## src/hdl/sla_pkg.sv

```systemverilog
// Shared types and constants of the segment list allocator.
`timescale 1ns / 1ps
`default_nettype none
package sla_pkg;

    localparam int NUM_SEGS  = 64;
    localparam int IDX_W     = 6;
    localparam int CNT_W     = 7;
    localparam int START_W   = 7;
    localparam int SIZE_W    = 8;
    localparam int OWNER_W   = 8;
    localparam int HEAP_SIZE = 128;

    localparam logic [1:0] POL_FIRST = 2'd0;
    localparam logic [1:0] POL_BEST  = 2'd1;
    localparam logic [1:0] POL_WORST = 2'd2;

    localparam logic OP_ALLOC = 1'b0;
    localparam logic OP_FREE  = 1'b1;

    typedef logic [IDX_W-1:0] seg_idx_t;

    // One segment table entry.
    typedef struct packed {
        logic [START_W-1:0] start;
        logic [SIZE_W-1:0]  size;
        logic               busy;
        logic [OWNER_W-1:0] owner;
    } seg_entry_t;

    typedef enum logic [2:0] {
        CO_HOLD,
        CO_ROTATE,
        CO_MARK,
        CO_SPLIT,
        CO_CLEAR,
        CO_DELETE
    } cell_op_t;

    // Command broadcast from the controller to every cell.
    typedef struct packed {
        cell_op_t           op;
        seg_idx_t           pos;
        logic [SIZE_W-1:0]  size;
        logic [OWNER_W-1:0] owner;
    } cell_cmd_t;

    typedef enum logic [2:0] {
        ST_OK       = 3'd0,
        ST_DUP      = 3'd1,
        ST_NOFIT    = 3'd2,
        ST_FULL     = 3'd3,
        ST_NOTFOUND = 3'd4,
        ST_BADSIZE  = 3'd5
    } status_t;

    typedef enum logic [2:0] {
        S_IDLE,
        S_SCAN,
        S_UPDATE,
        S_MERGE_NEXT,
        S_MERGE_PREV,
        S_DONE
    } ctrl_state_t;

endpackage
`default_nettype wire

```

## src/hdl/sla_cell.sv

```systemverilog
// One cell of the segment table chain, holding a single entry.
`timescale 1ns / 1ps
`default_nettype none
module sla_cell import sla_pkg::*; (
    input  wire logic       aclk,
    input  wire logic       aresetn,
    input  wire seg_idx_t   cell_idx,
    input  wire cell_cmd_t  cmd,
    input  wire seg_entry_t left_entry,
    input  wire seg_entry_t right_entry,
    output seg_entry_t      entry
);

    seg_entry_t       entry_reg;
    seg_entry_t       entry_next;
    logic [CNT_W-1:0] idx_w;
    logic [CNT_W-1:0] pos_w;
    logic [CNT_W-1:0] pos_plus;

    assign idx_w    = {1'b0, cell_idx};
    assign pos_w    = {1'b0, cmd.pos};
    assign pos_plus = pos_w + 1'b1;

    // Local update chosen by the broadcast command and this cell's place.
    always_comb begin
        entry_next = entry_reg;
        unique case (cmd.op)
            CO_ROTATE: begin
                entry_next = right_entry;
            end
            CO_MARK: begin
                if (idx_w == pos_w) begin
                    entry_next.busy  = 1'b1;
                    entry_next.owner = cmd.owner;
                end
            end
            CO_SPLIT: begin
                if (idx_w == pos_w) begin
                    entry_next.busy  = 1'b1;
                    entry_next.size  = cmd.size;
                    entry_next.owner = cmd.owner;
                end else if (idx_w == pos_plus) begin
                    entry_next       = left_entry;
                    entry_next.start = left_entry.start + cmd.size[START_W-1:0];
                    entry_next.size  = left_entry.size - cmd.size;
                    entry_next.busy  = 1'b0;
                end else if (idx_w > pos_plus) begin
                    entry_next = left_entry;
                end
            end
            CO_CLEAR: begin
                if (idx_w == pos_w) begin
                    entry_next.busy = 1'b0;
                end
            end
            CO_DELETE: begin
                if (idx_w + 1'b1 == pos_w) begin
                    entry_next.size = entry_reg.size + right_entry.size;
                end else if (idx_w >= pos_w) begin
                    entry_next = right_entry;
                end
            end
            default: begin
                entry_next = entry_reg;
            end
        endcase
    end

    // After reset the first cell holds the whole heap as one free segment.
    always_ff @(posedge aclk) begin
        if (!aresetn) begin
            entry_reg.start <= '0;
            entry_reg.size  <= (cell_idx == '0) ? SIZE_W'(HEAP_SIZE) : '0;
            entry_reg.busy  <= 1'b0;
        end else begin
            entry_reg <= entry_next;
        end
    end

    assign entry = entry_reg;

endmodule
`default_nettype wire

```

## config.mk

```make
export PLATFORM = sky130hd
export DESIGN_NAME = sla_cell
export DESIGN_NICKNAME = d
export VERILOG_FILES = /design/src/hdl/sla_pkg.sv /design/src/hdl/sla_cell.sv
export SDC_FILE = /design/constraint.sdc
export NUM_CORES = 1
export LEC_CHECK = 0
export BUFFER_PORTS_ARGS = -buffer_cell sky130_fd_sc_hd__buf_2
export CORE_MARGIN = 3
export CORE_UTILIZATION = 50
export CTS_BUF_LIST = sky130_fd_sc_hd__clkbuf_4
export DETAILED_ROUTE_END_ITERATION = 8
export PLACE_DENSITY_LB_ADDON = 0.1
export SLEW_MARGIN = 20
export SYNTH_ARGS = -nofsm -noshare
export SYNTH_HDL_FRONTEND = slang
export SYNTH_SLANG_ARGS = --single-unit
```

## constraint.sdc

```tcl
create_clock -name aclk -period 6.54 [get_ports aclk]
set_input_delay 1.635 -clock aclk [delete_from_list [all_inputs] [get_ports aclk]]
set_output_delay 1.635 -clock aclk [all_outputs]
set_load 0.02 [all_outputs]
```

# ---- After elaboration in Yosys (flattened, before gate mapping)
# Cells that the tools add are included.
dict set report totals {
  mem_count 0
  latchBits 0
  output_inout_bits 24
  regBits 24
  wordCells 52
  ram_bits 0
  rom_bits 0
  input_bits 81
}
dict set report classes {
  eq_ne 18
  shift 0
  div_mod_pow 0
  n_addsub 5
  n_reduce_logical 8
  n_lt_le_gt_ge 2
  n_mul 0
  mux 15
  bitwise 0
}
# cell n
set ops {}
lappend ops {{24-bit 2-to-1 mux} 3}
lappend ops {{15-bit one-hot mux with 3 select lines} 1}
lappend ops {{8-bit one-hot mux with 4 select lines} 1}
lappend ops {{9-bit 2-to-1 mux} 3}
lappend ops {{17-bit 2-to-1 mux} 1}
lappend ops {{8-bit 2-to-1 mux} 2}
lappend ops {{6-bit by 1-bit adder with 7-bit output (second input constant)} 2}
lappend ops {{7-bit 2-to-1 mux} 2}
lappend ops {{6-bit AND reduction} 2}
lappend ops {{2-bit != test (second input constant)} 5}
lappend ops {{8-bit adder} 1}
lappend ops {{4-bit != test (second input constant)} 2}
lappend ops {{8-bit subtractor} 1}
lappend ops {{7-bit adder} 1}
lappend ops {{6-bit by 7-bit == test with 1-bit output} 1}
lappend ops {{7-bit by 6-bit == test with 1-bit output} 1}
lappend ops {{6-bit by 7-bit greater-than comparator with 1-bit output} 1}
lappend ops {{3-bit by 2-bit == test with 1-bit output (second input constant)} 2}
lappend ops {{3-bit == test (second input constant)} 2}
lappend ops {{6-bit == test} 1}
lappend ops {{6-bit greater-or-equal comparator} 1}
lappend ops {{6-bit logical NOT} 1}
lappend ops {{5-bit != test (second input constant)} 1}
lappend ops {{1-bit one-hot mux with 5 select lines} 1}
lappend ops {{9 further kinds} 9}

# ---- Logic depth before layout (Yosys ltp)
# Gate-level depths: netlist of run 1.
dict set report depth {
  depth_word 7
  depth_mapped 13
  ltp_nobuf 11
}

# ---- Worst setup path after synthesis of run 1
# No wires, ideal clock.
dict set report synth_timing {
  path_kind {input -> register}
  from {input cmd[18] in the netlist's numbering}
  to {register entry_reg (netlist bit entry[22])}
  n_path_buf 1
  setup_ns 0.122
  t_arrival_ns 4.103
  stages 12
  t_required_ns 6.418
  slack_ns 2.315
  cell_sequence {clkbuf_1 nand3_1 nor3_1 xnor2_1 ha_1 and3_1 a22o_1 a211oi_1 o32a_1 a2bb2oi_4 a2111oi_1 a311o_1}
}
dict set report synth_via {
  elab_chain_cells 5
  word_cells_on_any_way 14
  cone_classes {add/sub: 1; order compare: 2; eq/ne: 7; mux: 3; reduce/logical: 1}
}
# element line
set synth_lines {}
lappend synth_lines {{start, declared} sla_cell.sv:8} ;# input wire cell_cmd_t cmd,
lappend synth_lines {{branches (longest 5 deep; another with 6-bit by 1-bit adder with 7-bit output)} --}
lappend synth_lines {{end signal, assigned} sla_cell.sv:76} ;# entry_reg <= entry_next;
lappend synth_lines {{end, declared} sla_cell.sv:14} ;# seg_entry_t entry_reg;
# Parallel ways; which one is timed is not known. The select of a mux whose other input is x is not followed.
# A chain may end at the register's enable or synchronous reset.

# ---- Final worst setup path of run 1
dict set report layout_timing {
  from {input cmd[18] in the netlist's numbering}
  to {register entry_reg (netlist bit entry[11]), data pin}
}
dict set report layout_via {
  elab_chain_cells 6
  word_cells_on_any_way 9
  cone_classes {add/sub: 1; eq/ne: 3; mux: 5}
}
# element line
set layout_lines {}
lappend layout_lines {{6-bit by 1-bit adder with 7-bit output} sla_cell.sv:22} ;# assign pos_plus = pos_w + 1'b1;
lappend layout_lines {{6-bit by 7-bit == test with 1-bit output} sla_cell.sv:42} ;# end else if (idx_w == pos_plus) begin
lappend layout_lines {{24-bit 2-to-1 mux} sla_cell.sv:42}
lappend layout_lines {{17-bit 2-to-1 mux} sla_cell.sv:38} ;# if (idx_w == pos_w) begin
lappend layout_lines {{15-bit one-hot mux with 3 select lines *} sla_cell.sv:27} ;# unique case (cmd.op)
lappend layout_lines {{9-bit 2-to-1 mux *} sla_cell.sv:71} ;# if (!aresetn) begin
# Every way passes the cells marked *; elsewhere a longest branch is shown, timed or not.

==> results of run 1 <==
-- worst paths after layout --
kind	startpoint	depth (start not counted)	to
setup reg to reg	entry[12]	8	entry[16]
hold reg to reg	entry[23]	2	entry[23]
setup / recovery	cmd[18]	12	entry[11]
hold / removal	entry[23]	2	entry[23]
-- cell usage after synthesis (4+ instances only) --
cell      number
a21o_1         5
inv_1         26
nor2b_1        8
a22o_1         6
mux2i_1       18
o211ai_1       6
a31oi_1        4
a211oi_1       8
nor2_1        23
nand2b_1       4
nand3_1       13
clkbuf_1       9
nand2_1       36
o21ai_0       37
o21a_1         6
a21oi_1       23
ha_1          35
or3_1          4
edfxtp_1      16
dfxtp_1        8
xor2_1         8
buf_2          4
a22oi_1        4
xnor2_1       15
nor3_1         8
o21bai_1       4
and2_1         4
-- per-stage QoR --
step / hold WS [ns] / cells
global placement: 0.454 / 547
floorplan: 0.545 / 383
detailed placement: 0.465 / 547
CTS: 0.485 / 551
finish: 0.487 / 551
global route: 0.513 / 551
-- cells by family (layout without fill, tap and decap cells) --
group	after synthesis	in the layout	share of synthesized area [%]
AO/OA/AOI/OAI	124	124	26.8
multiplexers	18	18	5.86
XOR/XNOR	23	23	6.55
AND/OR/NAND/NOR	116	116	18.5
flip-flops	24	24	20.8
adder cells (fa/ha/maj)	38	38	16.2
buffers and inverters	40	136	5.29
-- layout make-up --
cell class,instances,area [µm²],area share (%)
clock inverter,1,30.0,0.813
tap,72,90.1,2.44
timing repair buffer,106,536,14.5
clock buffer,3,22.5,0.610
multi-input combinational,319,2280,61.7
inverter,26,97.6,2.64
sequential,24,641,17.3
-- worst max-delay path: stages --
cell and delay (ns):
buf_2 0.16, nand3_1 0.14, nor3_1 0.20, xnor2_1 0.14, ha_1 0.25, and3_1 0.20
o211ai_1 0.37, buf_4 0.33, o21ai_0 0.11, a222oi_1 0.27, o21ai_0 0.12, and2_1 0.16
-- report_power, final --
group | total, mW | switching, mW | leakage [nW] | internal (mW)
combinational | 0.253 | 0.143 | 1.52 | 0.110
sequential | 0.185 | 0.00669 | 0.220 | 0.179
clock | 0.117 | 0.0554 | 0.0279 | 0.0621
-- metal layers --
layer	vias to the layer above	GRT usage [%]	wire, µm
li1	1612	-	-
met2	104	40.9	4020
met1	1467	30.8	3630
met4	0	4.75	93
met3	10	3.34	536
met5	-	0	0
==> out/metrics.csv, run 1 <==
stage,metric,value,unit
placement,portBuffers,104,
cells_and_area,final_area,3690,µm²
floorplanning,die_h,84.4,µm
global_routing,antenna_found_initial,0,
cts,clk_transition_reported_paths,0.16,ns
sta,max_freq,251,MHz
cts,ctsRootBufferMaster,clkbuf_4,
synth,synth-main-ff-cell,edfxtp_1,
sta,finalHoldViolCount,0,
floorplanning,io-pin-count,105,
sta,timing_worst_slew_pin_value,0.784,ns
synth,synth_cells,383,
synth,yosysWarnings,0,
route,detail_route.iter0.violations,179,
sta,slew_headroom,47.5,%
worst_setup_path,start_kind,primary input,
sta,setup-tns-final,0,ns
cells_and_area,layout_common_cells,"buf_2 (104), o21ai_0 (37), nand2_1 (36), ha_1 (35), inv_1 (26)",
sta,final_critical_path_setup_slack,2.56,ns
synth,synthesis.area_per_instance,8.03,µm²
global_routing,vias_in_the_first_global_route,3130,
cells_and_area,layout-drive-gt1-share,24.0,%
global_routing,grt_max_degree,24,
global_routing,overflow,0,
cells_and_area,design.final.nets,599,
cts,cts_max_path_buffers,2,
synth,synthDominantAreaCellType,edfxtp_1,
worst_setup_path,timing.reg2reg.setup_slack,4.37,ns
synth,synthDistinctLibCells,53,
cells_and_area,finalCoreUtilization,64.3,%
cells_and_area,nFillCells,549,
cells_and_area,layout.cells.most_common,buf_2,
floorplanning,die_x,84.4,µm
cells_and_area,antenna_cells,0,
cts,numCtsBuffers,3,
route,drc_errors,0,
power_and_ir_drop,finalPower,0.556,mW
synth,synth_sequential_area_ratio,20.8,%
synth,syn_nets,502,
route,drt_pass_1_iters,4,
power_and_ir_drop,power_per_cell_area,150,nW/µm²
cts,post_cts.repair.setup_buffers,0,
route,wirelength,8280,µm
cts,cts.sink_count,24,
synth,synth-async-reset-ratio,0,%
cts,cts_tree,yes,
sta,rsz_0062_raised_after_global_routing,no,
worst_setup_path,cp_data_required_time,6.67,ns
route,detail_route.vias_per_cell,5.79,
cells_and_area,layout-area-overhead-vs-synth,20.1,%
sta,fin_crit,3.98,ns
sta,layout_worst_path_cycle_share,60.8,%
placement,preCtsSetupSlack,2.17,ns
cts,cts-htree-levels,1,
placement,postPlaceCellArea,3640,µm²
route,drt.antenna.violating_nets,0,
global_routing,first_pass_grt_wire_length,14100,µm
worst_setup_path,path_max_fanout,15,
floorplanning,design.die.area,7130,µm²
sta,slew_violations,0,
synth,synth_enable_flop_cells,16,
placement,finalWeightedCongestion,0.879,
cells_and_area,largest_register_ffs,24,
flow_run,timing.max_cap.violations,0,
sta,finalSetupViolCount,0,
power_and_ir_drop,max-vdd-ir-drop,0.0953,mV
route,wl_per_cell,15.0,µm
cts,cts-resized-gates,0,
cts,cts_hold_buffers,0,
route,routed-via-count,3193,
synth,synth-seq-cells,24,
synth,post_synth_main_area_contributors,"edfxtp_1 (16%), ha_1 (14%), o21ai_0 (6.0%)",
worst_setup_path,setup.worst_path.end_class,flip-flop,
power_and_ir_drop,p_leak,1.77,nW
hold_path,class_of_the_worst_hold_path,flip-flop to flip-flop,
global_routing,total_global_route_track_usage,23.4,%
floorplanning,coreArea,5740,µm²
run_status,run_status,"finished, final reports clean",
sta,clock-skew-final,0.00226,ns
floorplanning,std_cell_rows,27,
cts,clk_latency,0.34,ns
worst_setup_path,arrival,4.10,ns
worst_setup_path,timing.setup.critical_path_class,primary input to flip-flop,
floorplanning,initial_core_util,53.6,%
synth,yosysTopAreaCellShare,15.6,%
placement,hpwl,6720,µm
synth,netlist_area,3080,µm²
No activity file was read; power rests on OpenSTA's default activity.
==> run 2: changes to the inputs <==
==> constraint.sdc (replaced) <==
create_clock -name aclk -period 3.9 [get_ports aclk]
set_input_delay 0.975 -clock aclk [delete_from_list [all_inputs] [get_ports aclk]]
set_output_delay 0.975 -clock aclk [all_outputs]
set_load 0.02 [all_outputs]
==> run 2 against run 1 <==
Clock power increased by 67%. Flip-flop and latch count is the same. Cell area grew 1.2%. Highest routed layer unchanged. Clock-buffer cell count unchanged. Via count is 1.6% higher. Critical path type unchanged. Hold slack hardly changed. Die area stayed put. Global-route usage shrank 0.47 points. Cell count grew 1.1%. Largest cell class unchanged. Setup slack got worse by 2.0 ns. Total power is 68% higher. Combinational power rose by 70%.
==> out/metrics.csv, run 2 (synthesized netlist as in run 1, its figures left out) <==
stage,metric,value,unit
run_status,run_status,"finished, final reports clean",
floorplanning,die_h,84.4,µm
global_routing,total_global_route_track_usage,22.9,%
floorplanning,initial_core_util,53.6,%
cts,ctsRootBufferMaster,clkbuf_4,
cts,cts.sink_count,24,
worst_setup_path,path_cells,buf_2 -> nand3_1 -> nor3_1 -> xnor2_1 -> ha_1 -> and3_1 -> a22o_1 -> a211oi_1 -> o32a_1 -> a2bb2oi_4 -> buf_4 -> mux2i_1 -> nor2b_1,
worst_setup_path,worst_path_dominant_cell_family,compound AO/OA/AOI/OAI gates,
route,drc_errors,0,
global_routing,grt_max_degree,24,
floorplanning,die_x,84.4,µm
power_and_ir_drop,proportion_of_total_power_due_to_net_switching,36.7,%
sta,max_freq,303,MHz
worst_setup_path,timing.rr.end,entry[16],
cts,cts-resized-gates,0,
global_routing,vias_in_the_first_global_route,3064,
power_and_ir_drop,power_per_cell_area,250,nW/µm²
floorplanning,io-pin-count,105,
cells_and_area,layout_common_cells,"buf_2 (104), o21ai_0 (37), nand2_1 (36), ha_1 (35), inv_1 (26)",
power_and_ir_drop,power_frac_seq,33.3,%
hold_path,worst_hold_path.num_cells,2,
cts,clk_latency,0.34,ns
sta,rsz_0062_raised_after_global_routing,no,
worst_setup_path,critPathSlowestCell,a211oi_1,
global_routing,antenna_found_initial,0,
worst_setup_path,arrival,3.54,ns
worst_setup_path,cp_data_required_time,4.14,ns
sta,finalHoldViolCount,0,
worst_setup_path,start_kind,primary input,
sta,slew_violations,0,
power_and_ir_drop,clock_network_power_share,20.9,%
power_and_ir_drop,finalPower,0.935,mW
sta,setup-tns-final,0,ns
floorplanning,std_cell_rows,27,
sta,slew_headroom,37.6,%
cells_and_area,nFillCells,542,
cells_and_area,layout.cells.most_common,buf_2,
worst_setup_path,worst_path_bufs_invs,2,
hold_path,class_of_the_worst_hold_path,flip-flop to flip-flop,
route,drt_pass_1_iters,5,
route,detail_route.vias_per_cell,5.82,
cts,post_cts.repair.setup_buffers,0,
placement,hpwl,6840,µm
cells_and_area,antenna_cells,0,
route,routed-via-count,3243,
worst_setup_path,timing.setup.critical_path_class,primary input to flip-flop,
route,drt.antenna.violating_nets,0,
placement,finalWeightedCongestion,0.852,
sta,clock-skew-final,0.0130,ns
worst_setup_path,timing.reg2reg.setup_slack,1.75,ns
hold_path,min_to,entry[23],
cts,cts_tree,yes,
cells_and_area,layout-area-overhead-vs-synth,21.6,%
power_and_ir_drop,max-vdd-ir-drop,0.177,mV
cells_and_area,largest_register_ffs,24,
flow_run,timing.max_cap.violations,0,
power_and_ir_drop,switching_power,0.343,mW
sta,layout_worst_path_cycle_share,84.6,%
cts,cts_max_path_buffers,2,
hold_path,timing.hold.worst.start,entry[23],
route,wl_per_cell,15.0,µm
power_and_ir_drop,power.combinational.fraction,45.9,%
cts,numCtsBuffers,3,
route,wirelength,8350,µm
worst_setup_path,rr_startpoint,entry[12],
global_routing,overflow,0,
cts,clk_transition_reported_paths,0.15,ns
worst_setup_path,worst-r2r-cell-count,8,
cells_and_area,design.final.nets,605,
worst_setup_path,path_max_fanout,8,
route,detail_route.iter0.violations,191,
cts,cts-htree-levels,1,
floorplanning,design.die.area,7130,µm²
cells_and_area,layout-drive-gt1-share,24.9,%
placement,portBuffers,104,
cts,cts_hold_buffers,0,
power_and_ir_drop,internal_power_summed_over_all_cells,0.592,mW
global_routing,first_pass_grt_wire_length,13700,µm
worst_setup_path,critical_path.max_stage_delay,0.32,ns
sta,hold_slack,0.487,ns
power_and_ir_drop,p_leak,1.80,nW
sta,timing_worst_slew_pin_value,0.932,ns
sta,fin_crit,3.30,ns
worst_setup_path,setup.worst_path.end_class,flip-flop,
sta,finalSetupViolCount,0,
floorplanning,coreArea,5740,µm²
[run 2: cell types whose count changed in the layout (fill, tap and decap cells not counted), sizes merged]
cell	change
buf	+6
[run 2: worst register-to-register path, cell delays in order, from the launching register on]
cell      delay, ns
edfxtp_1       0.44
ha_1           0.37
nand2_1        0.06
o21ai_0        0.27
o22ai_1        0.14
xor2_1         0.17
o211ai_1       0.16
nor3b_1        0.21
a22oi_1        0.10
[run 2: per-layer routing]
layer  track usage (%)  vias to the layer above  part of all wire [%]
met4              5.04                        0                   1.7
met5                 0                        -                     0
met2              41.8                      103                    50
li1                  -                     1621                     -
met3              2.75                       15                   5.5
met1              28.9                     1504                    43
[run 2: per-stage QoR]
stage / cells / instance area [µm²] / worst slack (ns) / util (%)
finish: 557 / 3740 / 0.599 / 65.1
global route: 557 / 3740 / 0.348 / 65.1
CTS: 557 / 3740 / 0.640 / 65.1
detailed placement: 553 / 3690 / 0.271 / 64.2
global placement: 553 / 3690 / 0.366 / 64.2
floorplan: 383 / 3080 / 0.335 / -
[run 2: power by group through the flow]
stage	clock network, mW	registers [mW]	logic, mW
floorplan	0	0.348	0.258
global placement	0	0.316	0.416
detailed placement	0	0.317	0.427
CTS	0.199	0.312	0.430
global route	0.204	0.315	0.479
finish	0.195	0.311	0.429
[run 2: how the worst max path moves through the flow]
stage	startpoint	endpoint	slack, ns	cells past startpoint
6_report	cmd[18]	entry[21]	0.60	13
5_1_grt	cmd[18]	entry[9]	0.35	12
4_1_cts	cmd[18]	entry[21]	0.64	13
3_5_place_dp	cmd[18]	entry[5]	0.27	11
3_3_place_gp	cmd[18]	entry[18]	0.37	13
2_1_floorplan	cmd[18]	entry[22]	0.34	12
[run 2: area by class of cell]
type                       count  area, µm²  area share (%)
tap                           72       90.1            2.41
sequential                    24        641            17.1
multi-input combinational    319       2280            60.9
clock buffer                   3       22.5           0.602
timing repair buffer         112        581            15.5
clock inverter                 1       30.0           0.803
inverter                      26       97.6            2.61
