$ cat config.mk
export PLATFORM = sky130hd
export DESIGN_NAME = sla_ctrl
export DESIGN_NICKNAME = d
export VERILOG_FILES = /design/src/hdl/sla_pkg.sv /design/src/hdl/sla_ctrl.sv
export SDC_FILE = /design/constraint.sdc
export NUM_CORES = 1
export LEC_CHECK = 0
export BUFFER_PORTS_ARGS = -buffer_cell sky130_fd_sc_hd__buf_2
export CAP_MARGIN = 20
export CORE_MARGIN = 5
export CORE_UTILIZATION = 60
export DETAILED_ROUTE_END_ITERATION = 10
export PLACE_DENSITY = 0.85
export REMOVE_ABC_BUFFERS = 1
export SETUP_SLACK_MARGIN = 0.5
export SLEW_MARGIN = 20
export SYNTH_ARGS = -nofsm -noshare
export SYNTH_HDL_FRONTEND = slang
export SYNTH_SLANG_ARGS = --single-unit
$ cat constraint.sdc
create_clock -name aclk -period 9 [get_ports aclk]
set_input_delay 0.45 -clock aclk [delete_from_list [all_inputs] [get_ports aclk]]
set_output_delay 0.45 -clock aclk [all_outputs]
set_load 0.01 [all_outputs]
$ cat src/hdl/sla_pkg.sv
// Shared types and constants of the segment list allocator.
`timescale 1ns / 1ps
`default_nettype none
package sla_pkg;

    localparam int NUM_SEGS  = 64;
    localparam int IDX_W     = 6;
    localparam int CNT_W     = 7;
    localparam int START_W   = 7;
    localparam int SIZE_W    = 8;
    localparam int OWNER_W   = 8;
    localparam int HEAP_SIZE = 128;

    localparam logic [1:0] POL_FIRST = 2'd0;
    localparam logic [1:0] POL_BEST  = 2'd1;
    localparam logic [1:0] POL_WORST = 2'd2;

    localparam logic OP_ALLOC = 1'b0;
    localparam logic OP_FREE  = 1'b1;

    typedef logic [IDX_W-1:0] seg_idx_t;

    // One segment table entry.
    typedef struct packed {
        logic [START_W-1:0] start;
        logic [SIZE_W-1:0]  size;
        logic               busy;
        logic [OWNER_W-1:0] owner;
    } seg_entry_t;

    typedef enum logic [2:0] {
        CO_HOLD,
        CO_ROTATE,
        CO_MARK,
        CO_SPLIT,
        CO_CLEAR,
        CO_DELETE
    } cell_op_t;

    // Command broadcast from the controller to every cell.
    typedef struct packed {
        cell_op_t           op;
        seg_idx_t           pos;
        logic [SIZE_W-1:0]  size;
        logic [OWNER_W-1:0] owner;
    } cell_cmd_t;

    typedef enum logic [2:0] {
        ST_OK       = 3'd0,
        ST_DUP      = 3'd1,
        ST_NOFIT    = 3'd2,
        ST_FULL     = 3'd3,
        ST_NOTFOUND = 3'd4,
        ST_BADSIZE  = 3'd5
    } status_t;

    typedef enum logic [2:0] {
        S_IDLE,
        S_SCAN,
        S_UPDATE,
        S_MERGE_NEXT,
        S_MERGE_PREV,
        S_DONE
    } ctrl_state_t;

endpackage
`default_nettype wire

$ cat src/hdl/sla_ctrl.sv
// Controller: handshakes, table scan, fit choice and update sequencing.
`timescale 1ns / 1ps
`default_nettype none
module sla_ctrl import sla_pkg::*; (
    input  wire logic        aclk,
    input  wire logic        aresetn,
    input  wire logic        s_tvalid,
    output logic             s_tready,
    input  wire logic [15:0] s_tdata,   // handle [7:0], req_size [15:8]
    input  wire logic [0:0]  s_tuser,   // op [0]
    output logic             m_tvalid,
    input  wire logic        m_tready,
    output logic [23:0]      m_tdata,   // status [2:0], seg_start [9:3], seg_size [17:10]
    input  wire logic        cfg_valid,
    output logic             cfg_ready,
    input  wire logic [1:0]  cfg_data,
    input  wire seg_entry_t  head_entry,
    output cell_cmd_t        cmd
);

    ctrl_state_t        state_reg, state_next;
    logic [1:0]         policy_reg;
    logic               op_reg;
    logic [OWNER_W-1:0] handle_reg;
    logic [SIZE_W-1:0]  size_reg;
    logic [CNT_W-1:0]   cnt_reg;
    logic [CNT_W-1:0]   count_reg;
    logic               dup_reg;
    logic               fit_found_reg;
    seg_idx_t           fit_idx_reg;
    logic [SIZE_W-1:0]  fit_size_reg;
    logic [START_W-1:0] fit_start_reg;
    logic               match_found_reg;
    seg_idx_t           match_idx_reg;
    logic [START_W-1:0] match_start_reg;
    logic [SIZE_W-1:0]  match_size_reg;
    logic               prev_free_reg;
    logic               next_free_reg;
    logic               take_next_reg;
    logic               prev_busy_reg;
    status_t            res_status_reg;
    logic [START_W-1:0] res_start_reg;
    logic [SIZE_W-1:0]  res_size_reg;
    logic               m_valid_reg;
    logic [23:0]        m_data_reg;

    logic               accept;
    logic               in_range;
    logic               cand;
    logic               owner_hit;
    logic               take_fit;
    logic               scan_last;
    logic               bad_size_in;
    status_t            upd_status;
    logic [START_W-1:0] upd_start;
    logic [SIZE_W-1:0]  upd_size;
    logic               upd_split;
    logic               upd_mark;
    logic               out_load;

    assign accept      = s_tvalid && s_tready;
    assign bad_size_in = (s_tuser[0] == OP_ALLOC) && (s_tdata[15:8] == '0);
    assign scan_last   = (cnt_reg == CNT_W'(NUM_SEGS - 1));
    assign out_load    = (state_reg == S_DONE) && (!m_valid_reg || m_tready);
    assign cfg_ready   = 1'b1;

    // Scan of the entry now at the head of the rotating chain.
    assign in_range  = cnt_reg < count_reg;
    assign cand      = in_range && !head_entry.busy && (head_entry.size >= size_reg);
    assign owner_hit = in_range && head_entry.busy && (head_entry.owner == handle_reg);

    always_comb begin
        take_fit = 1'b0;
        unique case (policy_reg)
            POL_FIRST: take_fit = cand && !fit_found_reg;
            POL_BEST:  take_fit = cand && (!fit_found_reg || head_entry.size < fit_size_reg);
            POL_WORST: take_fit = cand && (!fit_found_reg || head_entry.size > fit_size_reg);
            default:   take_fit = 1'b0;
        endcase
    end

    // Decision once the whole table has been seen.
    always_comb begin
        upd_status = ST_OK;
        upd_start  = '0;
        upd_size   = '0;
        upd_split  = 1'b0;
        upd_mark   = 1'b0;
        if (op_reg == OP_ALLOC) begin
            priority if (dup_reg) begin
                upd_status = ST_DUP;
            end else if (!fit_found_reg) begin
                upd_status = ST_NOFIT;
            end else if (fit_size_reg == size_reg) begin
                upd_mark  = 1'b1;
                upd_start = fit_start_reg;
                upd_size  = size_reg;
            end else if (count_reg == CNT_W'(NUM_SEGS)) begin
                upd_status = ST_FULL;
            end else begin
                upd_split = 1'b1;
                upd_start = fit_start_reg;
                upd_size  = size_reg;
            end
        end else begin
            if (match_found_reg) begin
                upd_start = match_start_reg;
                upd_size  = match_size_reg;
            end else begin
                upd_status = ST_NOTFOUND;
            end
        end
    end

    // Next state.
    always_comb begin
        state_next = state_reg;
        unique case (state_reg)
            S_IDLE: begin
                if (accept) begin
                    state_next = bad_size_in ? S_DONE : S_SCAN;
                end
            end
            S_SCAN: begin
                if (scan_last) begin
                    state_next = S_UPDATE;
                end
            end
            S_UPDATE: begin
                priority if (op_reg == OP_FREE && match_found_reg && next_free_reg) begin
                    state_next = S_MERGE_NEXT;
                end else if (op_reg == OP_FREE && match_found_reg && prev_free_reg) begin
                    state_next = S_MERGE_PREV;
                end else begin
                    state_next = S_DONE;
                end
            end
            S_MERGE_NEXT: begin
                state_next = prev_free_reg ? S_MERGE_PREV : S_DONE;
            end
            S_MERGE_PREV: begin
                state_next = S_DONE;
            end
            S_DONE: begin
                if (out_load) begin
                    state_next = S_IDLE;
                end
            end
            default: begin
                state_next = S_IDLE;
            end
        endcase
    end

    // Outputs: input ready and the command to the cells.
    always_comb begin
        s_tready  = (state_reg == S_IDLE);
        cmd.op    = CO_HOLD;
        cmd.pos   = '0;
        cmd.size  = size_reg;
        cmd.owner = handle_reg;
        unique case (state_reg)
            S_SCAN: begin
                cmd.op = CO_ROTATE;
            end
            S_UPDATE: begin
                if (upd_mark) begin
                    cmd.op  = CO_MARK;
                    cmd.pos = fit_idx_reg;
                end else if (upd_split) begin
                    cmd.op  = CO_SPLIT;
                    cmd.pos = fit_idx_reg;
                end else if (op_reg == OP_FREE && match_found_reg) begin
                    cmd.op  = CO_CLEAR;
                    cmd.pos = match_idx_reg;
                end
            end
            S_MERGE_NEXT: begin
                cmd.op  = CO_DELETE;
                cmd.pos = match_idx_reg + 1'b1;
            end
            S_MERGE_PREV: begin
                cmd.op  = CO_DELETE;
                cmd.pos = match_idx_reg;
            end
            default: begin
                cmd.op = CO_HOLD;
            end
        endcase
    end

    // Control registers.
    always_ff @(posedge aclk) begin
        if (!aresetn) begin
            state_reg   <= S_IDLE;
            policy_reg  <= POL_FIRST;
            count_reg   <= CNT_W'(1);
            m_valid_reg <= 1'b0;
        end else begin
            state_reg <= state_next;
            if (cfg_valid && cfg_ready) begin
                policy_reg <= cfg_data;
            end
            if (state_reg == S_UPDATE && upd_split) begin
                count_reg <= count_reg + 1'b1;
            end else if (state_reg == S_MERGE_NEXT || state_reg == S_MERGE_PREV) begin
                count_reg <= count_reg - 1'b1;
            end
            if (out_load) begin
                m_valid_reg <= 1'b1;
            end else if (m_tready) begin
                m_valid_reg <= 1'b0;
            end
        end
    end

    // Request capture, scan bookkeeping and result staging.
    always_ff @(posedge aclk) begin
        if (accept) begin
            op_reg          <= s_tuser[0];
            handle_reg      <= s_tdata[7:0];
            size_reg        <= s_tdata[15:8];
            cnt_reg         <= '0;
            dup_reg         <= 1'b0;
            fit_found_reg   <= 1'b0;
            match_found_reg <= 1'b0;
            prev_free_reg   <= 1'b0;
            next_free_reg   <= 1'b0;
            take_next_reg   <= 1'b0;
            prev_busy_reg   <= 1'b1;
            res_status_reg  <= ST_BADSIZE;
            res_start_reg   <= '0;
            res_size_reg    <= '0;
        end else if (state_reg == S_SCAN) begin
            cnt_reg       <= cnt_reg + 1'b1;
            prev_busy_reg <= head_entry.busy;
            if (owner_hit) begin
                dup_reg <= 1'b1;
            end
            if (take_fit) begin
                fit_found_reg <= 1'b1;
                fit_idx_reg   <= cnt_reg[IDX_W-1:0];
                fit_size_reg  <= head_entry.size;
                fit_start_reg <= head_entry.start;
            end
            take_next_reg <= owner_hit && !match_found_reg;
            if (owner_hit && !match_found_reg) begin
                match_found_reg <= 1'b1;
                match_idx_reg   <= cnt_reg[IDX_W-1:0];
                match_start_reg <= head_entry.start;
                match_size_reg  <= head_entry.size;
                prev_free_reg   <= (cnt_reg != '0) && !prev_busy_reg;
            end
            if (take_next_reg) begin
                next_free_reg <= in_range && !head_entry.busy;
            end
        end else if (state_reg == S_UPDATE) begin
            res_status_reg <= upd_status;
            res_start_reg  <= upd_start;
            res_size_reg   <= upd_size;
        end
        if (out_load) begin
            m_data_reg <= {6'b0, res_size_reg, res_start_reg, res_status_reg};
        end
    end

    assign m_tvalid = m_valid_reg;
    assign m_tdata  = m_data_reg;

`ifndef SYNTH
    a_count_range: assert property (@(posedge aclk) disable iff (!aresetn)
        (count_reg >= CNT_W'(1)) && (count_reg <= CNT_W'(NUM_SEGS)))
        else $error("segment count out of range");
    a_split_room: assert property (@(posedge aclk) disable iff (!aresetn)
        (cmd.op == CO_SPLIT) |-> (count_reg < CNT_W'(NUM_SEGS)))
        else $error("split issued with a full table");
    a_scan_step: assert property (@(posedge aclk) disable iff (!aresetn)
        (state_reg == S_SCAN && !scan_last) |=> (cnt_reg == $past(cnt_reg) + 1'b1))
        else $error("scan counter skipped");
    a_merge_free: assert property (@(posedge aclk) disable iff (!aresetn)
        (state_reg == S_MERGE_NEXT || state_reg == S_MERGE_PREV)
        |-> (op_reg == OP_FREE && match_found_reg))
        else $error("merge without a freed segment");
`endif

endmodule
`default_nettype wire

## Yosys cells after proc, flatten, opt, wreduce, memory -nomap -nowiden

Cells that the tools add are included.

| word-level totals | value |
|---|---|
| register bits after elaboration | 122 |
| logic and storage cells | 135 |
| bits of input ports | 48 |
| output and inout bits | 52 |

| cells by class | value |
|---|---|
| $add $sub $neg | 4 |
| multiplexer cells | 45 |
| reduce and logical (&&, ||, !) cells | 40 |
| equality and inequality tests | 14 |
| order comparisons | 4 |
| bitwise operators | 3 |

Operator list:

| kind | number |
|---|---|
| 7-bit 2-to-1 mux | 8 |
| 8-bit 2-to-1 mux | 6 |
| 9-bit 2-to-1 mux | 3 |
| 3-bit 2-to-1 mux | 7 |
| 3-bit case mux with 6 select lines | 1 |
| 6-bit case mux with 3 select lines | 1 |
| 8-bit == test | 2 |
| 1-bit logical AND | 16 |
| 7-bit by 1-bit adder with 7-bit output, second input constant | 2 |
| 1-bit 2-to-1 mux | 13 |
| 2-bit AND reduction | 5 |
| 3-bit case mux with 3 select lines | 1 |
| 3-bit AND reduction | 3 |
| 8-bit >= comparator | 1 |
| 8-bit greater-than comparator | 1 |
| 8-bit zero test | 1 |
| 8-bit < comparator | 1 |
| 2-bit 2-to-1 mux | 4 |
| 7-bit by 6-bit == test with 1-bit output, second input constant | 1 |
| 7-bit == test, second input constant | 1 |
| 7-bit < comparator | 1 |
| 7-bit nonzero test | 1 |
| 7-bit by 1-bit subtractor with 7-bit output, second input constant | 1 |
| 6-bit by 1-bit adder with 6-bit output, second input constant | 1 |
| other kinds (15) | 28 |

## Longest topological paths before layout

| logic depth | value |
|---|---|
| depth after elaboration | 9 |
| mapped depth | 10 |
| mapped depth without buffers | 10 |

## Worst setup path after synthesis

Ideal clock, no wire load.

| timing | value |
|---|---|
| path kind | in2reg |
| start | in head_entry[11] (netlist name) |
| end | reg fit_idx_reg[0] (enable) |
| setup time | 0.438 ns |
| required time | 8.562 ns |
| arrival | 3.215 ns |
| cell stages on the path | 6 |
| setup slack | 5.346 ns |
| path buffers | 0 |
| cells stage by stage | ha_1 -> a21o_1 -> a21oi_1 -> a21oi_1 -> mux2_2 -> a311oi_1 |

| on the way | value |
|---|---|
| word-level cells in the longest chain between the ends | 5 |
| elaborated cells between the ends (all ways) | 11 |
| those cells by class | 3 x order compare; 1 x mux; 7 x reduce/logical |

Ends and longest elaborated chain:

| item | RTL line | source |
|---|---|---|
| from (decl) | sla_ctrl.sv:17 | `input wire seg_entry_t head_entry,` |
| 8-bit >= comparator, or another cell as far along | sla_ctrl.sv:69 | `assign cand = in_range && !head_entry.busy && (head_entry.size >= size_reg);` |
| 1-bit logical AND, or another cell as far along | sla_ctrl.sv:69 |  |
| 1-bit logical AND, on equally long branches | sla_ctrl.sv:77, sla_ctrl.sv:75, sla_ctrl.sv:76 |  |
| 1-bit case mux with 3 select lines (*) | sla_ctrl.sv:74 | `unique case (policy_reg)` |
| 3-bit AND reduction (no line) (*) | - |  |
| to (signal assigned) | sla_ctrl.sv:242 | `fit_idx_reg <= cnt_reg[IDX_W-1:0];` |
| to (decl) | sla_ctrl.sv:30 | `seg_idx_t fit_idx_reg;` |

Every way passes the cells marked *; elsewhere a longest branch is shown, timed or not.
A chain may end at the register's enable or synchronous reset.

## Worst setup path after layout

| timing | value |
|---|---|
| start | reg state_reg[1] |
| end | reg count_reg[6] |

| on the way | value |
|---|---|
| word-level cells in the longest chain between the ends | 3 |
| elaborated cells between the ends (all ways) | 7 |
| those cells by class | 3 x eq/ne; 1 x mux; 3 x reduce/logical |

Ends and longest elaborated chain:

| item | RTL line | source |
|---|---|---|
| from (decl) | sla_ctrl.sv:21 | `ctrl_state_t state_reg, state_next;` |
| from (signal assigned) | sla_ctrl.sv:200 | `state_reg <= state_next;` |
| 3-bit by 2-bit == test with 1-bit output, or another cell as far along | sla_ctrl.sv:204 | `if (state_reg == S_UPDATE && upd_split) begin` |
| 1-bit logical AND or 1-bit logical OR (tied branches) | sla_ctrl.sv:204, sla_ctrl.sv:206 |  |
| 7-bit 2-to-1 mux or 2-bit nonzero test (tied branches) | - |  |
| to (signal assigned) | sla_ctrl.sv:205 | `count_reg <= count_reg + 1'b1;` |
| to (signal assigned) | sla_ctrl.sv:207 | `count_reg <= count_reg - 1'b1;` |
| to (decl) | sla_ctrl.sv:27 | `logic [CNT_W-1:0] count_reg;` |

Parallel ways exist; a longest one is shown, timed or not.

==> flow_summary_export.csv <==
group,metric,value,unit
outcome,status,"finished, final reports clean",
sta,setup_slack,5640,ps
worst_setup_path,r2r_slack,5640,ps
clock_tree,cts_sinks,122,
yosys,synthesis.area,5630,sq um
sta,tns,0,ps
hold_path,hold_class,"input port to flop",
yosys,synth_cells,484,
worst_setup_path,critPathTopFamily,"compound AO/OA/AOI/OAI gates",
yosys,ys_ff_latch,122,
power,leakagePower,2.74,nW
yosys,post_synth_fa_ha_maj_area_fraction,7.47,%
route,drc,0,
grt,grt_util_all_layers,25.3,%
clock_tree,clkLatencyLatePin,520,ps
worst_setup_path,cp_data_arrival_time,3790,ps
final_layout,register_area,3210,sq um
yosys,synth_edf_count,77,
yosys,synth_simple_gate_area_share,11.5,%
clock_tree,cts_max_path_buffers,2,
clock_tree,cts_setup_buffers,0,
sta,skew,9.58,ps
sta,post-route-period-util,37.4,%
route,vias_per_cell,6.17,
sta,worst_pin_slew,891,ps
yosys,synthTopCellsByArea,"edfxtp_1 (41%), dfxtp_1 (16%), ha_1 (7.1%)",
route,num_vias,4381,
power,swShare,25.7,%
clock_tree,cts_tree,"yes",
final_layout,nets,667,
yosys,synth.most_common_cell,"edfxtp_1",
power,p_int,1.05,mW
placement,routabilityCongestion,0.882,
grt,overflow,0,
sta,hold_viol,0,
route,postRouteWirelength,13600,um
worst_setup_path,crit_type,"flop to flop",
worst_setup_path,cp_slowest_cell,"or3b_4",
sta,maxSlewHeadroom,40.6,%
floorplanning,die_y,107,um
final_layout,postLayoutCellArea,6750,sq um
sta,fin_crit,3360,ps
grt,antenna_found_initial,0,
sta,max_freq,297,MHz
yosys,synthXorXnorAreaFrac,3.43,%
grt,grt_pass1_wl,22400,um
yosys,ys.flop_type,"edfxtp_1",
sta,slew_viol_final,0,
sta,setup_violations,0,
clock_tree,numCtsBuffers,17,
route,first_pass_iters,5,
placement,place_area,6200,sq um
grt,grt_pass1_vias,4482,
final_layout,num_antenna_cells,0,
final_layout,largest_register_ffs,18,
yosys,ys_async_sr_fraction,0,%
route,wl_per_cell,19.2,um
worst_setup_path,start_kind,"flop",
floorplanning,dieArea,11400,sq um
final_layout,instances_no_fill,710,
power,switchingPower,0.362,mW
final_layout,area_delta_synth_final,19.9,%
placement,preCtsSetupSlack,5790,ps
yosys,synth.avg_cell_area,11.6,sq um
yosys,synthMuxAreaShare,0.734,%
power,power_density,209,nW/um^2
worst_setup_path,worstPathRequired,9430,ps
yosys,synth_cell_types,65,
placement,hpwl,9240,um
yosys,synth_largest_area_cell,"edfxtp_1",
route,drt_iter0_markers,324,
clock_tree,cts_resized,0,
floorplanning,die_width,107,um
placement,io_buffers,92,
run,cap_viol_max_count,0,
power,vdd_drop_max,0.000138,V
route,postRouteAntennaNets,0,
power,clockPowerShare,44.0,%
worst_setup_path,critical_path.cell_chain,"or3b_4 > nor3_2 > o2111a_2 > inv_2 > fa_1 > a211oi_1 > o21ba_2 > o21a_1 > o211ai_1 > a21oi_1",
yosys,synth_top_area_share,41.1,%
power,finalPower,1.41,mW
worst_setup_path,worstSetupEndpointType,"flop",
floorplanning,rows,35,
floorplanning,core-area,9200,sq um
final_layout,fillerInstances,592,
placement,dp.cells,678,
yosys,synth-compound-area-share,15.3,%
sta,rsz0062_at_grt,"false",
clock_tree,clockRootBuffer,"clkbuf_8",
worst_setup_path,max_stage_delay,580,ps
final_layout,multi_input_area,2210,sq um
yosys,synth_top_family_by_area,"compound AO/OA/AOI/OAI gates",
clock_tree,htreeDepth,4,
sta,timing.hold.ws,111,ps
worst_setup_path,worst-path-buf-inv,1,
yosys,synth.yosys.seq_area_share,57.1,%
floorplanning,initial_utilization,61.2,%
clock_tree,hold_buffers,0,
power,combPwrFrac,10.2,%
yosys,synth_common_cells,"edfxtp_1 (77), dfxtp_1 (45), a21oi_1 (40), inv_1 (33), ha_1 (32)",
yosys,yosys_warnings,0,
floorplanning,pin_count,100,
clock_tree,clkSlewWorstSetupHoldPaths,60,ps
power,power_frac_seq,45.7,%
final_layout,utilization,73.4,%
final_layout,final_layout_size_suffix_gt1_share,23.0,%
grt,grt_max_degree,31,
worst_setup_path,cp_max_fo,22,
kinds of logic after synthesis:
logic type | Yosys count
flip-flops | 122
AND/OR/NAND/NOR | 121
adder cells (fa/ha/maj) | 33
other | 2
buffers and inverters | 55
multiplexers | 4
XOR/XNOR | 22
AO/OA/AOI/OAI | 125
cell usage in the layout (no fill, tap or decap), drive strengths merged, types with 9 or more instances in the layout:
cell type and n:
clkinv 9, o2bb2ai 13, o21ai 14, and3 19
nand4 10, inv 36, nor3 9, clkbuf 19
a21oi 40, buf 97, xor2 12, ha 32
edfxtp 77, nand2 29, dfxtp 45, a21o 9
xnor2 10, nor2 19
final timing paths:
path | startpoint | end | depth (start not counted)
max | state_reg[1] | count_reg[6] | 10
min | s_tdata[2] | handle_reg[2] | 1
max reg2reg | state_reg[1] | count_reg[6] | 10
min reg2reg | res_start_reg[3] | m_tdata[6] | 0
area by class of cell:
class	count	area share (%)
Timing Repair Buffer	97	7.44
Tap cell	111	2.06
Inverter	36	2.00
Sequential cell	122	47.6
Clock inverter	13	1.82
Multi-Input combinational cell	312	32.8
Clock buffer	19	6.25
worst register-to-register path: cells and delay by family (launching register included):
family	cells	cell delay, ps
and+or+nand+nor	2	810
adders and majority gates	1	440
AOI/OAI and AO/OA	6	1350
buffers and inverters	1	140
DFF	1	540
per-layer routing:
metal / vias up / share of wire [%] / track usage (%)
li1: 2003 / - / -
met2: 260 / 51 / 43.3
met1: 2069 / 37 / 30.2
met3: 49 / 8.5 / 5.54
met5: - / 0 / 0
met4: 0 / 3.5 / 12.7
power by group through the flow:
stage               Sequential [mW]  Combinational (mW)  Clock, mW
global route                  0.647               0.160      0.648
detailed placement            0.654               0.138          0
CTS                           0.643               0.142      0.622
global placement              0.653               0.131          0
floorplan                     0.651              0.0836          0
finish                        0.643               0.144      0.620
(Power assumes the default switching activity.)
